[config.mk]
export PLATFORM = sky130hd
export DESIGN_NAME = polyline_point_at_distance_top
export DESIGN_NICKNAME = d
export VERILOG_FILES = /design/src/rtl/padl_pkg.sv /design/src/rtl/polyline_point_at_distance_top.sv /design/src/rtl/padl_sqrt.sv /design/src/rtl/padl_div.sv
export SDC_FILE = /design/constraint.sdc
export NUM_CORES = 2
export LEC_CHECK = 0
export ABC_AREA = 1
export BUFFER_PORTS_ARGS = -buffer_cell sky130_fd_sc_hd__buf_2
export CAP_MARGIN = 20
export CELL_PAD_IN_SITES_DETAIL_PLACEMENT = 0
export CELL_PAD_IN_SITES_GLOBAL_PLACEMENT = 1
export CORE_MARGIN = 4
export CORE_UTILIZATION = 40
export DETAILED_ROUTE_END_ITERATION = 8
export PLACE_DENSITY_LB_ADDON = 0.08
export SLEW_MARGIN = 30
export SYNTH_ARGS = -nofsm -noshare
export SYNTH_HDL_FRONTEND = slang
export SYNTH_SLANG_ARGS = --single-unit
[constraint.sdc]
create_clock -name clk -period 38.4 [get_ports clk]
set_clock_uncertainty 0.15 [all_clocks]
set_input_delay 0 -clock clk [delete_from_list [all_inputs] [get_ports clk]]
set_output_delay 0 -clock clk [all_outputs]
set_load 0.02 [all_outputs]
[src/rtl/padl_pkg.sv]
`default_nettype none
package padl_pkg;

  localparam int FRAC_BITS = 16;
  localparam int LEN_W     = 33;
  localparam int RAD_W     = 2 * LEN_W;
  localparam int RATIO_W   = 32 + FRAC_BITS;
  localparam int CHUNK_W   = 16;
  localparam int NCH       = (RATIO_W + CHUNK_W - 1) / CHUNK_W;
  localparam int RATIO_PAD = NCH * CHUNK_W;
  localparam int ACC_W     = RAD_W;
  localparam int OFF_W     = 64 - FRAC_BITS;
  localparam int SUM_W     = OFF_W + 2;
  localparam int SQ_ISSUES = 4;
  localparam int KMAX      = (NCH + 1 > SQ_ISSUES + 1) ? NCH + 1 : SQ_ISSUES + 1;
  localparam int KCNT_W    = $clog2(KMAX + 1);

  localparam logic [1:0] ST_INTERP = 2'd0;
  localparam logic [1:0] ST_SHORT  = 2'd1;
  localparam logic [1:0] ST_EMPTY  = 2'd2;

  typedef struct packed {
    logic signed [31:0] point_x;
    logic signed [31:0] point_y;
    logic signed [31:0] speed_x;
    logic signed [31:0] speed_y;
    logic               path_start;
    logic               path_end;
    logic               path_empty;
  } in_beat_t;

  typedef struct packed {
    logic signed [31:0] out_x;
    logic signed [31:0] out_y;
    logic signed [31:0] out_speed_x;
    logic signed [31:0] out_speed_y;
    logic [1:0]         status;
  } out_beat_t;

  typedef enum logic [5:0] {
    S_IDLE = 6'b000001,
    S_SQ   = 6'b000010,
    S_ROOT = 6'b000100,
    S_DIV  = 6'b001000,
    S_LERP = 6'b010000,
    S_OUT  = 6'b100000
  } state_t;

endpackage
`default_nettype wire

[src/rtl/polyline_point_at_distance_top.sv]
`default_nettype none
// Returns the point at the lookahead arc length along a path that arrives one point per beat,
// at most one result beat per path. A new point is taken only after the previous one is
// finished. A point that adds no segment (a start mark, an empty mark, or any point after the
// path's result) is taken with no arithmetic. A point that adds a segment holds the input through
// the accepting cycle, the squares on a shared 33x17 multiplier and the bit-serial square root
// and its handoff. The segment that passes the lookahead distance adds a restoring division
// (none for a zero-length segment) and an interpolation on the same multiplier. A point that
// yields a result then loads the output register, and waits to do so while the previous result
// beat is still waiting.
module polyline_point_at_distance_top (
  input  logic                 clk,
  input  logic                 rst_n,
  input  logic                 in_valid,
  output logic                 in_ready,
  input  padl_pkg::in_beat_t   in_data,
  output logic                 out_valid,
  input  logic                 out_ready,
  output padl_pkg::out_beat_t  out_data,
  input  logic                 cfg_we,
  input  logic [30:0]          cfg_data
);
  import padl_pkg::*;

  state_t               state_r;
  logic [30:0]          la_r;
  logic signed [31:0]   prev_r [4];
  logic signed [31:0]   cur_r [4];
  logic signed [31:0]   res_r [3];
  logic                 end_r;
  logic [31:0]          run_r;
  logic                 answered_r;
  logic [LEN_W-1:0]     a_r;
  logic [LEN_W-1:0]     b_r;
  logic [RATIO_PAD-1:0] ratio_r;
  logic [KCNT_W-1:0]    k_r;
  logic [1:0]           c_r;
  logic [ACC_W-1:0]     acc_r;
  logic [LEN_W+16:0]    prod_r;
  logic [5:0]           sh_r;
  logic                 pv_r;
  out_beat_t            pend_r;
  out_beat_t            out_r;
  logic                 out_valid_r;

  logic [LEN_W-1:0]     opa;
  logic [16:0]          opb;
  logic [LEN_W-1:0]     sqx;
  logic [5:0]           shn;
  logic                 issue;
  logic signed [32:0]   dx;
  logic signed [32:0]   dy;
  logic signed [31:0]   prevc;
  logic signed [31:0]   curc;
  logic signed [32:0]   dl;
  logic [LEN_W-1:0]     mag;
  logic [63:0]          rnd;
  logic [OFF_W-1:0]     off;
  logic signed [SUM_W-1:0] lsum;
  logic signed [31:0]   lres;
  logic                 sq_go;
  logic                 sq_done;
  logic [LEN_W-1:0]     sq_root;
  logic                 dv_go;
  logic                 dv_done;
  logic [RATIO_W-1:0]   dv_q;
  logic [33:0]          rsum;
  logic [31:0]          runn;
  logic [31:0]          dover;
  logic                 acc_clr;
  logic                 load_out;

  assign dx = $signed({in_data.point_x[31], in_data.point_x}) - $signed({prev_r[0][31], prev_r[0]});
  assign dy = $signed({in_data.point_y[31], in_data.point_y}) - $signed({prev_r[1][31], prev_r[1]});

  assign prevc = prev_r[c_r];
  assign curc  = cur_r[c_r];
  assign dl    = $signed({prevc[31], prevc}) - $signed({curc[31], curc});
  assign mag   = dl[32] ? LEN_W'(-dl) : LEN_W'(dl);

  always_comb begin
    opa   = '0;
    opb   = '0;
    shn   = '0;
    issue = 1'b0;
    sqx   = k_r[1] ? b_r : a_r;
    case (state_r)
      S_SQ: begin
        opa   = sqx;
        opb   = k_r[0] ? {1'b0, sqx[LEN_W-1:17]} : sqx[16:0];
        shn   = k_r[0] ? 6'd17 : 6'd0;
        issue = k_r < KCNT_W'(SQ_ISSUES);
      end
      S_LERP: begin
        opa = mag;
        for (int i = 0; i < NCH; i++) begin
          if (k_r == KCNT_W'(i)) opb = {1'b0, ratio_r[i*CHUNK_W +: CHUNK_W]};
        end
        shn   = 6'(k_r * CHUNK_W);
        issue = k_r < KCNT_W'(NCH);
      end
      default: begin
        issue = 1'b0;
      end
    endcase
  end

  assign rnd  = acc_r[63:0] + 64'(1 << (FRAC_BITS - 1));
  assign off  = rnd[63:FRAC_BITS];
  assign lsum = dl[32] ? SUM_W'(curc) - $signed({2'b00, off})
                       : SUM_W'(curc) + $signed({2'b00, off});
  always_comb begin
    if (!lsum[SUM_W-1] && (|lsum[SUM_W-2:31])) lres = 32'sh7fffffff;
    else if (lsum[SUM_W-1] && !(&lsum[SUM_W-2:31])) lres = 32'sh80000000;
    else lres = lsum[31:0];
  end

  assign sq_go = (state_r == S_SQ) && (k_r == KCNT_W'(SQ_ISSUES + 1));
  assign rsum  = {2'b00, run_r} + {1'b0, sq_root};
  assign runn  = (|rsum[33:32]) ? 32'hffffffff : rsum[31:0];
  assign dover = runn - {1'b0, la_r};
  assign dv_go = (state_r == S_ROOT) && sq_done && (runn > {1'b0, la_r}) && (|sq_root);

  assign acc_clr  = !((state_r == S_SQ) ||
                      ((state_r == S_LERP) && (k_r != KCNT_W'(NCH + 1))));
  assign load_out = (state_r == S_OUT) && (!out_valid_r || out_ready);

  padl_sqrt u_sqrt (
    .clk      (clk),
    .rst_n    (rst_n),
    .start    (sq_go),
    .radicand (acc_r),
    .done     (sq_done),
    .root     (sq_root)
  );

  padl_div u_div (
    .clk      (clk),
    .rst_n    (rst_n),
    .start    (dv_go),
    .dividend ({dover, FRAC_BITS'(0)}),
    .divisor  (sq_root),
    .done     (dv_done),
    .quotient (dv_q)
  );

  always_ff @(posedge clk) begin
    if (!rst_n) begin
      state_r     <= S_IDLE;
      la_r        <= '0;
      run_r       <= '0;
      answered_r  <= 1'b0;
      out_valid_r <= 1'b0;
      pv_r        <= 1'b0;
      for (int i = 0; i < 4; i++) prev_r[i] <= '0;
    end else begin
      if (cfg_we) la_r <= cfg_data;
      if (load_out) out_valid_r <= 1'b1;
      else if (out_ready) out_valid_r <= 1'b0;
      prod_r <= opa * opb;
      sh_r   <= shn;
      pv_r   <= issue;
      if (acc_clr) acc_r <= '0;
      else if (pv_r) acc_r <= acc_r + (ACC_W'(prod_r) << sh_r);
      case (state_r)
        S_IDLE: begin
          if (in_valid) begin
            if (in_data.path_empty) begin
              pend_r     <= '{out_x: {1'b0, la_r}, out_y: '0, out_speed_x: '0,
                              out_speed_y: '0, status: ST_EMPTY};
              for (int i = 0; i < 4; i++) prev_r[i] <= '0;
              run_r      <= '0;
              answered_r <= 1'b1;
              state_r    <= S_OUT;
            end else begin
              if (in_data.path_start || answered_r) begin
                prev_r[0] <= in_data.point_x;
                prev_r[1] <= in_data.point_y;
                prev_r[2] <= in_data.speed_x;
                prev_r[3] <= in_data.speed_y;
              end
              if (in_data.path_start) begin
                run_r      <= '0;
                answered_r <= in_data.path_end;
                if (in_data.path_end) begin
                  pend_r  <= '{out_x: in_data.point_x, out_y: in_data.point_y,
                               out_speed_x: in_data.speed_x, out_speed_y: in_data.speed_y,
                               status: ST_SHORT};
                  state_r <= S_OUT;
                end
              end else if (!answered_r) begin
                cur_r[0] <= in_data.point_x;
                cur_r[1] <= in_data.point_y;
                cur_r[2] <= in_data.speed_x;
                cur_r[3] <= in_data.speed_y;
                end_r    <= in_data.path_end;
                a_r      <= dx[32] ? LEN_W'(-dx) : LEN_W'(dx);
                b_r      <= dy[32] ? LEN_W'(-dy) : LEN_W'(dy);
                k_r      <= '0;
                state_r  <= S_SQ;
              end
            end
          end
        end
        S_SQ: begin
          k_r <= k_r + KCNT_W'(1);
          if (sq_go) state_r <= S_ROOT;
        end
        S_ROOT: begin
          if (sq_done) begin
            run_r <= runn;
            if (runn > {1'b0, la_r}) begin
              if (dv_go) begin
                state_r <= S_DIV;
              end else begin
                ratio_r <= '0;
                k_r     <= '0;
                c_r     <= '0;
                state_r <= S_LERP;
              end
            end else begin
              prev_r <= cur_r;
              if (end_r) begin
                pend_r     <= '{out_x: cur_r[0], out_y: cur_r[1], out_speed_x: cur_r[2],
                                out_speed_y: cur_r[3], status: ST_SHORT};
                answered_r <= 1'b1;
                state_r    <= S_OUT;
              end else begin
                state_r <= S_IDLE;
              end
            end
          end
        end
        S_DIV: begin
          if (dv_done) begin
            ratio_r <= RATIO_PAD'(dv_q);
            k_r     <= '0;
            c_r     <= '0;
            state_r <= S_LERP;
          end
        end
        S_LERP: begin
          if (k_r == KCNT_W'(NCH + 1)) begin
            k_r <= '0;
            c_r <= c_r + 2'd1;
            if (c_r == 2'd3) begin
              pend_r     <= '{out_x: res_r[0], out_y: res_r[1], out_speed_x: res_r[2],
                              out_speed_y: lres, status: ST_INTERP};
              answered_r <= 1'b1;
              prev_r     <= cur_r;
              state_r    <= S_OUT;
            end else begin
              res_r[c_r] <= lres;
            end
          end else begin
            k_r <= k_r + KCNT_W'(1);
          end
        end
        S_OUT: begin
          if (load_out) begin
            out_r   <= pend_r;
            state_r <= S_IDLE;
          end
        end
        default: begin
          state_r <= S_IDLE;
        end
      endcase
    end
  end

  assign in_ready  = state_r == S_IDLE;
  assign out_valid = out_valid_r;
  assign out_data  = out_r;

  a_sqrt_in_root: assert property (@(posedge clk) disable iff (!rst_n)
    sq_done |-> state_r == S_ROOT) else $error("root finished outside its state");

  a_div_in_div: assert property (@(posedge clk) disable iff (!rst_n)
    dv_done |-> state_r == S_DIV) else $error("divide finished outside its state");

  a_status_code: assert property (@(posedge clk) disable iff (!rst_n)
    out_valid |-> (out_data.status == ST_INTERP || out_data.status == ST_SHORT ||
                   out_data.status == ST_EMPTY)) else $error("bad status code");

  a_one_at_a_time: assert property (@(posedge clk) disable iff (!rst_n)
    (in_valid && in_ready && !in_data.path_empty && !in_data.path_start && !answered_r)
    |=> !in_ready) else $error("second beat taken while busy");

endmodule
`default_nettype wire

[src/rtl/padl_sqrt.sv]
`default_nettype none
module padl_sqrt (
  input  logic                       clk,
  input  logic                       rst_n,
  input  logic                       start,
  input  logic [padl_pkg::RAD_W-1:0] radicand,
  output logic                       done,
  output logic [padl_pkg::LEN_W-1:0] root
);
  import padl_pkg::*;

  logic [RAD_W-1:0] rad_r;
  logic [LEN_W+1:0] rem_r;
  logic [LEN_W-1:0] root_r;
  logic [5:0]       cnt_r;
  logic             busy_r;
  logic             done_r;
  logic [LEN_W+3:0] rem2;
  logic [LEN_W+3:0] trial;
  logic             fit;

  assign rem2  = {rem_r, rad_r[RAD_W-1:RAD_W-2]};
  assign trial = {2'b00, root_r, 2'b01};
  assign fit   = rem2 >= trial;

  always_ff @(posedge clk) begin
    if (!rst_n) begin
      busy_r <= 1'b0;
      done_r <= 1'b0;
    end else begin
      if (start) begin
        rad_r  <= radicand;
        rem_r  <= '0;
        root_r <= '0;
        cnt_r  <= '0;
        busy_r <= 1'b1;
        done_r <= 1'b0;
      end else if (busy_r) begin
        rad_r  <= {rad_r[RAD_W-3:0], 2'b00};
        rem_r  <= fit ? (LEN_W+2)'(rem2 - trial) : (LEN_W+2)'(rem2);
        root_r <= {root_r[LEN_W-2:0], fit};
        cnt_r  <= cnt_r + 6'd1;
        if (cnt_r == 6'(LEN_W - 1)) begin
          busy_r <= 1'b0;
          done_r <= 1'b1;
        end else begin
          done_r <= 1'b0;
        end
      end else begin
        done_r <= 1'b0;
      end
    end
  end

  assign done = done_r;
  assign root = root_r;

endmodule
`default_nettype wire

[src/rtl/padl_div.sv]
`default_nettype none
module padl_div (
  input  logic                         clk,
  input  logic                         rst_n,
  input  logic                         start,
  input  logic [padl_pkg::RATIO_W-1:0] dividend,
  input  logic [padl_pkg::LEN_W-1:0]   divisor,
  output logic                         done,
  output logic [padl_pkg::RATIO_W-1:0] quotient
);
  import padl_pkg::*;

  localparam int CNT_W = $clog2(RATIO_W + 1);

  logic [RATIO_W-1:0] q_r;
  logic [LEN_W:0]     rem_r;
  logic [LEN_W-1:0]   div_r;
  logic [CNT_W-1:0]   cnt_r;
  logic               busy_r;
  logic               done_r;
  logic [LEN_W+1:0]   rem2;
  logic               fit;

  assign rem2 = {rem_r, q_r[RATIO_W-1]};
  assign fit  = rem2 >= {2'b00, div_r};

  always_ff @(posedge clk) begin
    if (!rst_n) begin
      busy_r <= 1'b0;
      done_r <= 1'b0;
    end else begin
      if (start) begin
        q_r    <= dividend;
        div_r  <= divisor;
        rem_r  <= '0;
        cnt_r  <= '0;
        busy_r <= 1'b1;
        done_r <= 1'b0;
      end else if (busy_r) begin
        rem_r <= fit ? (LEN_W+1)'(rem2 - {2'b00, div_r}) : (LEN_W+1)'(rem2);
        q_r   <= {q_r[RATIO_W-2:0], fit};
        cnt_r <= cnt_r + CNT_W'(1);
        if (cnt_r == CNT_W'(RATIO_W - 1)) begin
          busy_r <= 1'b0;
          done_r <= 1'b1;
        end else begin
          done_r <= 1'b0;
        end
      end else begin
        done_r <= 1'b0;
      end
    end
  end

  assign done     = done_r;
  assign quotient = q_r;

endmodule
`default_nettype wire
Yosys cells after proc, flatten, opt, wreduce, memory -nomap -nowiden:

Memory sizes are Yosys's and may differ from the RTL's.
Index checks and enable logic that the tools add are counted.
Widths: inputs -> output; s select.

* order comparisons: 6
* add/subtract/negate cells: 18
* shifts and indexed selects: 1
* $mul: 1
* multiplexer cells: 118
* equal/unequal tests: 34
* div/mod/pow operators: 0
* reduce and logical (&&, ||, !) cells: 43
* bitwise logic cells: 7

Operators with widths (count)
* $mux 130: 9
* $mux 128: 7
* $mux 32: 13
* $pmux 130 s3: 1
* $pmux 128 s3: 1
* $mux 48: 6
* $mux 66: 3
* $bmux 32 s2: 2
* $mux 33: 3
* $neg 33->33: 3
* $sub 32x32->33: 3
* $pmux 48 s2: 1
* $mux 6: 15
* $mux 35: 2
* $mux 34: 2
* $add 66x66->66: 1
* $pmux 33 s2: 1
* $shl 50x6->66: 1
* $add 64x16->64 const B: 1
* $pmux 32 s2: 1
* $mux 17: 3
* $add 32x49->50: 1
* $mul 33x17->50: 1
* $mux 50: 1
* 63 further kinds: 146

* memory bits (read-only): 0
* memories kept: 1
* output and inout port bits: 132
* memory bits (writable): 96
* bits of input ports: 167
* logic and storage cells: 277
* flip-flop bits (word level): 1095
* bits in latches: 0

Memories
* res_r: words 3, width 32, rd ports 3, clocked after Yosys merged registers in 0, write ports 1, line polyline_point_at_distance_top.sv:29 `logic signed [31:0] res_r [3];`

Logic depth before layout (Yosys ltp):

* depth in word-level cells: 14
* gate-level depth with buffers: 54
* mapped depth without buffers: 51

Cells and area by module:

Synthesis repeated with hierarchy kept, for this count alone.

* cells, all modules: 13589
* area total of the unflattened synthesis: 100383.8 µm²

By module, submodules not included
* polyline_point_at_distance_top: instances 1, cells an instance 11370, area each 83416.3 µm², seq. area each 25714.7 µm²
* padl_sqrt: instances 1, cells an instance 1183, area each 8957.3 µm², seq. area each 4244.1 µm²
* padl_div: instances 1, cells an instance 1036, area each 8010.2 µm², seq. area each 3673.5 µm²

Worst setup path before layout:

Ideal clock, no wire load.

* path kind: reg-to-reg
* from: register state_r[5]
* to: register a_r[0] (enable)
* arrival time: 19396 ps
* clock period less this slack: 20773 ps
* slack: 17627 ps
* cell stages (with the launch flop): 8
* required time: 37023 ps
* library setup time: 1227 ps
* buffers on the path: 0
* cells stage by stage: dfxtp_1 -> inv_2 -> nand2_1 -> inv_1 -> nand4_1 -> inv_1 -> nand2_1 -> nor4_1

* longest elaborated chain between the ends: 2

RTL lines
* from (decl): line polyline_point_at_distance_top.sv:25 `state_t state_r;`
* from (signal assigned): line polyline_point_at_distance_top.sv:149 `state_r <= S_IDLE;`
* from (signal assigned): line polyline_point_at_distance_top.sv:174 `state_r <= S_OUT;`
* from (signal assigned): line polyline_point_at_distance_top.sv:189 `state_r <= S_OUT;`
* $eq 6x1->1
* via in_ready: line polyline_point_at_distance_top.sv:15 `output logic in_ready,`
* $reduce_and 6->1 (no line)
* to (signal assigned): line polyline_point_at_distance_top.sv:197 `a_r <= dx[32] ? LEN_W'(-dx) : LEN_W'(dx);`
* to (decl): line polyline_point_at_distance_top.sv:33 `logic [LEN_W-1:0] a_r;`

The timed path passes the listed nets, and every way through them passes these cells.
A chain may end at the register's enable or synchronous reset.

Final worst setup path:

* from: register c_r[0]
* to: register prod_r[43], data pin

* longest elaborated chain between the ends: 9
* elaborated cells on any way between the ends: 12
* classes of those cells: 2 x add/sub; 1 x mul; 8 x mux; 1 x bitwise

RTL lines
* from (decl): line polyline_point_at_distance_top.sv:37 `logic [1:0] c_r;`
* from (signal assigned): line polyline_point_at_distance_top.sv:245 `c_r <= c_r + 2'd1;`
* $not 2->3 (implied by the code) *: line polyline_point_at_distance_top.sv:76, polyline_point_at_distance_top.sv:77
* $bmux 32 s2 (on tied branches): line polyline_point_at_distance_top.sv:76, polyline_point_at_distance_top.sv:77
* $mux 32 (on tied branches) (2 in series): line polyline_point_at_distance_top.sv:76, polyline_point_at_distance_top.sv:77
* $sub 32x32->33 *: line polyline_point_at_distance_top.sv:78 `assign dl = $signed({prevc[31], prevc}) - $signed({curc[31], curc});`
* $neg 33->33: line polyline_point_at_distance_top.sv:79 `assign mag = dl[32] ? LEN_W'(-dl) : LEN_W'(dl);`
* $mux 33 *: line polyline_point_at_distance_top.sv:79
* $pmux 33 s2 *: line polyline_point_at_distance_top.sv:87 `case (state_r)`
* $mul 33x17->50 *: line polyline_point_at_distance_top.sv:160 `prod_r <= opa * opb;`
* to (signal assigned): line polyline_point_at_distance_top.sv:160
* to (decl): line polyline_point_at_distance_top.sv:39 `logic [LEN_W+16:0] prod_r;`

Mark *: on every way between the ends. The rest lies on a longest branch, timed or not. The select of a mux whose other input is x is not followed.

==> metrics.yaml <==
status:
  outcome: "complete, no violations"
logic_synthesis:
  synthXorXnorAreaFrac_pct: 3.227
  muxShareOfSynthArea_pct: 0.1558
  synth_commonest_cells: "nand2_1 (3090), inv_1 (2199), nor2_1 (1273)"
  ys_warn_count: 0
  synth.area.top_cells: "edfxtp_1 (31%), nand2_1 (12%), fa_1 (9.8%)"
  synth_cell_type_count: 67
  syn-cell-area_sq_mm: 0.09635
  synth_edf_count: 984
  synth_compound_area_share_pct: 12.81
  synth_top_area_share_pct: 30.67
  yosysSeqAreaShare_pct: 34.90
  netlist_instances: 12530
  synth-seq-cells: 1188
  synthArstFlopShare_pct: 0
  synth_most_common_cell: "nand2_1"
  yosys.area.top_type: "edfxtp_1"
  avgSynthCellArea_sq_um: 7.689
  synth-main-ff-cell: "edfxtp_1"
  synth_fp_nets: 13650
  synth_top_family_by_area: "simple AND/OR/NAND/NOR gates"
  yosys.area_share.simple_pct: 22.47
  synthAdderAreaFrac_pct: 16.05
route:
  drt_wl_total_um: 412300
  ant_nets: 0
  vias: 89640
  viasPerCell: 5.487
  drt_iter0_markers: 9391
  drcViolationCount: 0
  wl_per_cell_um: 25.24
  drtPass1Iterations: 6
floorplan:
  rows: 179
  coreArea_sq_mm: 0.2387
  die-area_sq_mm: 0.2488
  ios: 299
  die_w_um: 498.8
  initial_core_util_pct: 40.36
  die_h_um: 498.8
critical_path:
  r2r_start: "c_r[0]$_SDFFCE_PN0P_"
  crit_path_start_kind: "register"
  end_kind: "register"
  crit_path_frequent_cell: "nand2_1"
  path_max_fanout: 99
  worst_path_max_delay_cell: "a32oi_1"
  slowest_delay_ns: 0.83
  critPathRequiredTime_ns: 38.77
  worstSetupPathType: "register to register"
  cp-startpoint: "c_r[0]$_SDFFCE_PN0P_"
  arrival_ns: 13.33
place:
  io_buffers: 298
  post-dp-hpwl_um: 326000
  place_congestion: 0.9952
timing:
  setup_viol: 0
  relSlewSlack_pct: 26.63
  hold_viol_final: 0
  rsz0062_at_grt: "no"
  worstMarginPinSlew_ns: 1.101
  layout_min_cycle_time_ns: 12.96
  fmax_mhz: 77.18
  layout_worst_path_cycle_share_pct: 33.74
  holdWs_ns: 0.04436
  slew_viol_final: 0
  setup_tns_ns: 0
clock_network:
  numCtsBuffers: 144
  cts_tree: "yes"
  cts_buffer_depth: 3
  htree_levels: 4
  clkSinkCount: 1188
  clkTransAtPathRegs_ns: 0.06
  clk_latency_ns: 0.88
  cts_root_buf: "clkbuf_16"
finish:
  drive_gt1_share_pct: 6.161
  final_nets: 14160
  synthToLayoutAreaGrowth_pct: 14.30
  nFillCells: 24170
power_and_ir_drop:
  ir_drop_mv: 0.05417
  power_leakage_nw: 49.63
  power_density_mw_per_mm2: 50.75
run:
  drv_cap: 0
global_route:
  grt_pass1_vias: 86680
  grt_max_degree: 132
  overflow: 0
  grt_pass1_wl_um: 594600
  antenna_found_initial: 28
  grt_util_all_layers_pct: 32.20
worst_hold_path:
  hp-class: "input pin to register"
  min_from: "in_data[66]"
[worst max-delay path: cells and delay by family, from the launching register on]
| family | cells | cell delay [ns] |
|---|---|---|
| adders and majority gates | 8 | 3.88 |
| buffers and inverters | 10 | 3.16 |
| and+or+nand+nor | 18 | 2.82 |
| AOI/OAI and AO/OA | 5 | 2.08 |
| DFF | 1 | 0.33 |
| xor gates and xnor gates | 1 | 0.11 |
[state kept, by name, summed over array words and instances, names as in the netlist, 31 cells and up]
signal,count
run_r,32
u_sqrt.root,33
prod_r,50
a_r,33
res_r,96
b_r,33
u_sqrt.rem_r,35
prev_r,128
la_r,31
u_div.div_r,33
acc_r,66
u_sqrt.rad_r,66
cur_r,128
out_data,130
u_div.quotient,48
u_div.rem_r,34
ratio_r,48
pend_r,130
[metrics by stage]
step / util (%) / power (W) / instances / cell area, sq um / setup WS, ns
floorplan: - / 0.003066 / 12530 / 96350 / 17.63
global placement: 42.33 / 0.004004 / 15690 / 101100 / 25.71
detailed placement: 42.34 / 0.003992 / 15690 / 101100 / 25.71
CTS: 46.09 / 0.005560 / 16330 / 110000 / 25.70
global route: 46.12 / 0.005843 / 16330 / 110100 / 24.68
finish: 46.13 / 0.005589 / 16340 / 110100 / 25.44
[per-layer routing]
metal,global-route usage (%),vias to the layer above,wire length (um)
li1,-,41750,-
met1,44.73,43590,181000
met2,50.83,3618,183700
met3,4.902,680,29630
met4,11.97,6,17760
met5,0,-,204
[repair_timing]
item                      in CTS  in global routing
resized for setup              0                  0
buffers inserted               0                  0
hold buffers                 366                  0
hold endpoints to repair     654                  0
[cell type report]
type                            count  area [sq um]  area share (%)
Antenna cell                        6         15.01         0.01363
Clock buffer                      170          3771           3.424
Clock inverter                     99          1529           1.388
Inverter                         2232          8403           7.630
Multi-Input combinational cell   8718         52920           48.05
Sequential cell                  1188         33630           30.54
Tap cell                         3167          3963           3.598
Timing Repair Buffer              756          5901           5.358
[report_power, final]
group          total, W  internal, W  switching [W]
clock           0.00153     0.000884       0.000641
combinational   0.00239     0.000587        0.00180
sequential      0.00167      0.00159      0.0000885
[final timing paths]
kind,endpoint,slack (ns),cells after the start
setup / recovery,prod_r[43]$_DFFE_PP_,25.44,42
hold / removal,prev_r[63]$_SDFFE_PN0P_,0.04,6
setup reg to reg,prod_r[43]$_DFFE_PP_,25.44,42
hold reg to reg,out_data[118]$_DFFE_PP_,0.27,0
[layout by cell type (no fill, tap or decap), types with 47 or more instances in the layout]
cell / n
buf_2: 297
nand3_1: 382
xnor2_1: 127
fa_1: 472
a21oi_1: 890
inv_1: 2195
o21ai_0: 561
o211ai_1: 75
o22ai_1: 171
o21a_1: 47
nor2_1: 1259
nand2_1: 3085
clkbuf_16: 144
a31oi_1: 60
xor2_1: 228
edfxtp_1: 984
nand4_1: 205
nor3_1: 88
dlygate4sd3_1: 366
o221ai_1: 108
buf_4: 86
dfxtp_1: 204
ha_1: 481
[logic make-up (layout without fill, tap and decap cells)]
family,count (synthesis),in the layout
muxes,15,15
adders and majority gates,953,953
AOI/OAI and AO/OA,2140,2140
buffers and inverters,2626,3257
other,0,6
xor gates and xnor gates,355,355
DFF,1188,1188
and+or+nand+nor,5255,5255
Note: power is estimated with default switching activity, not from simulation.
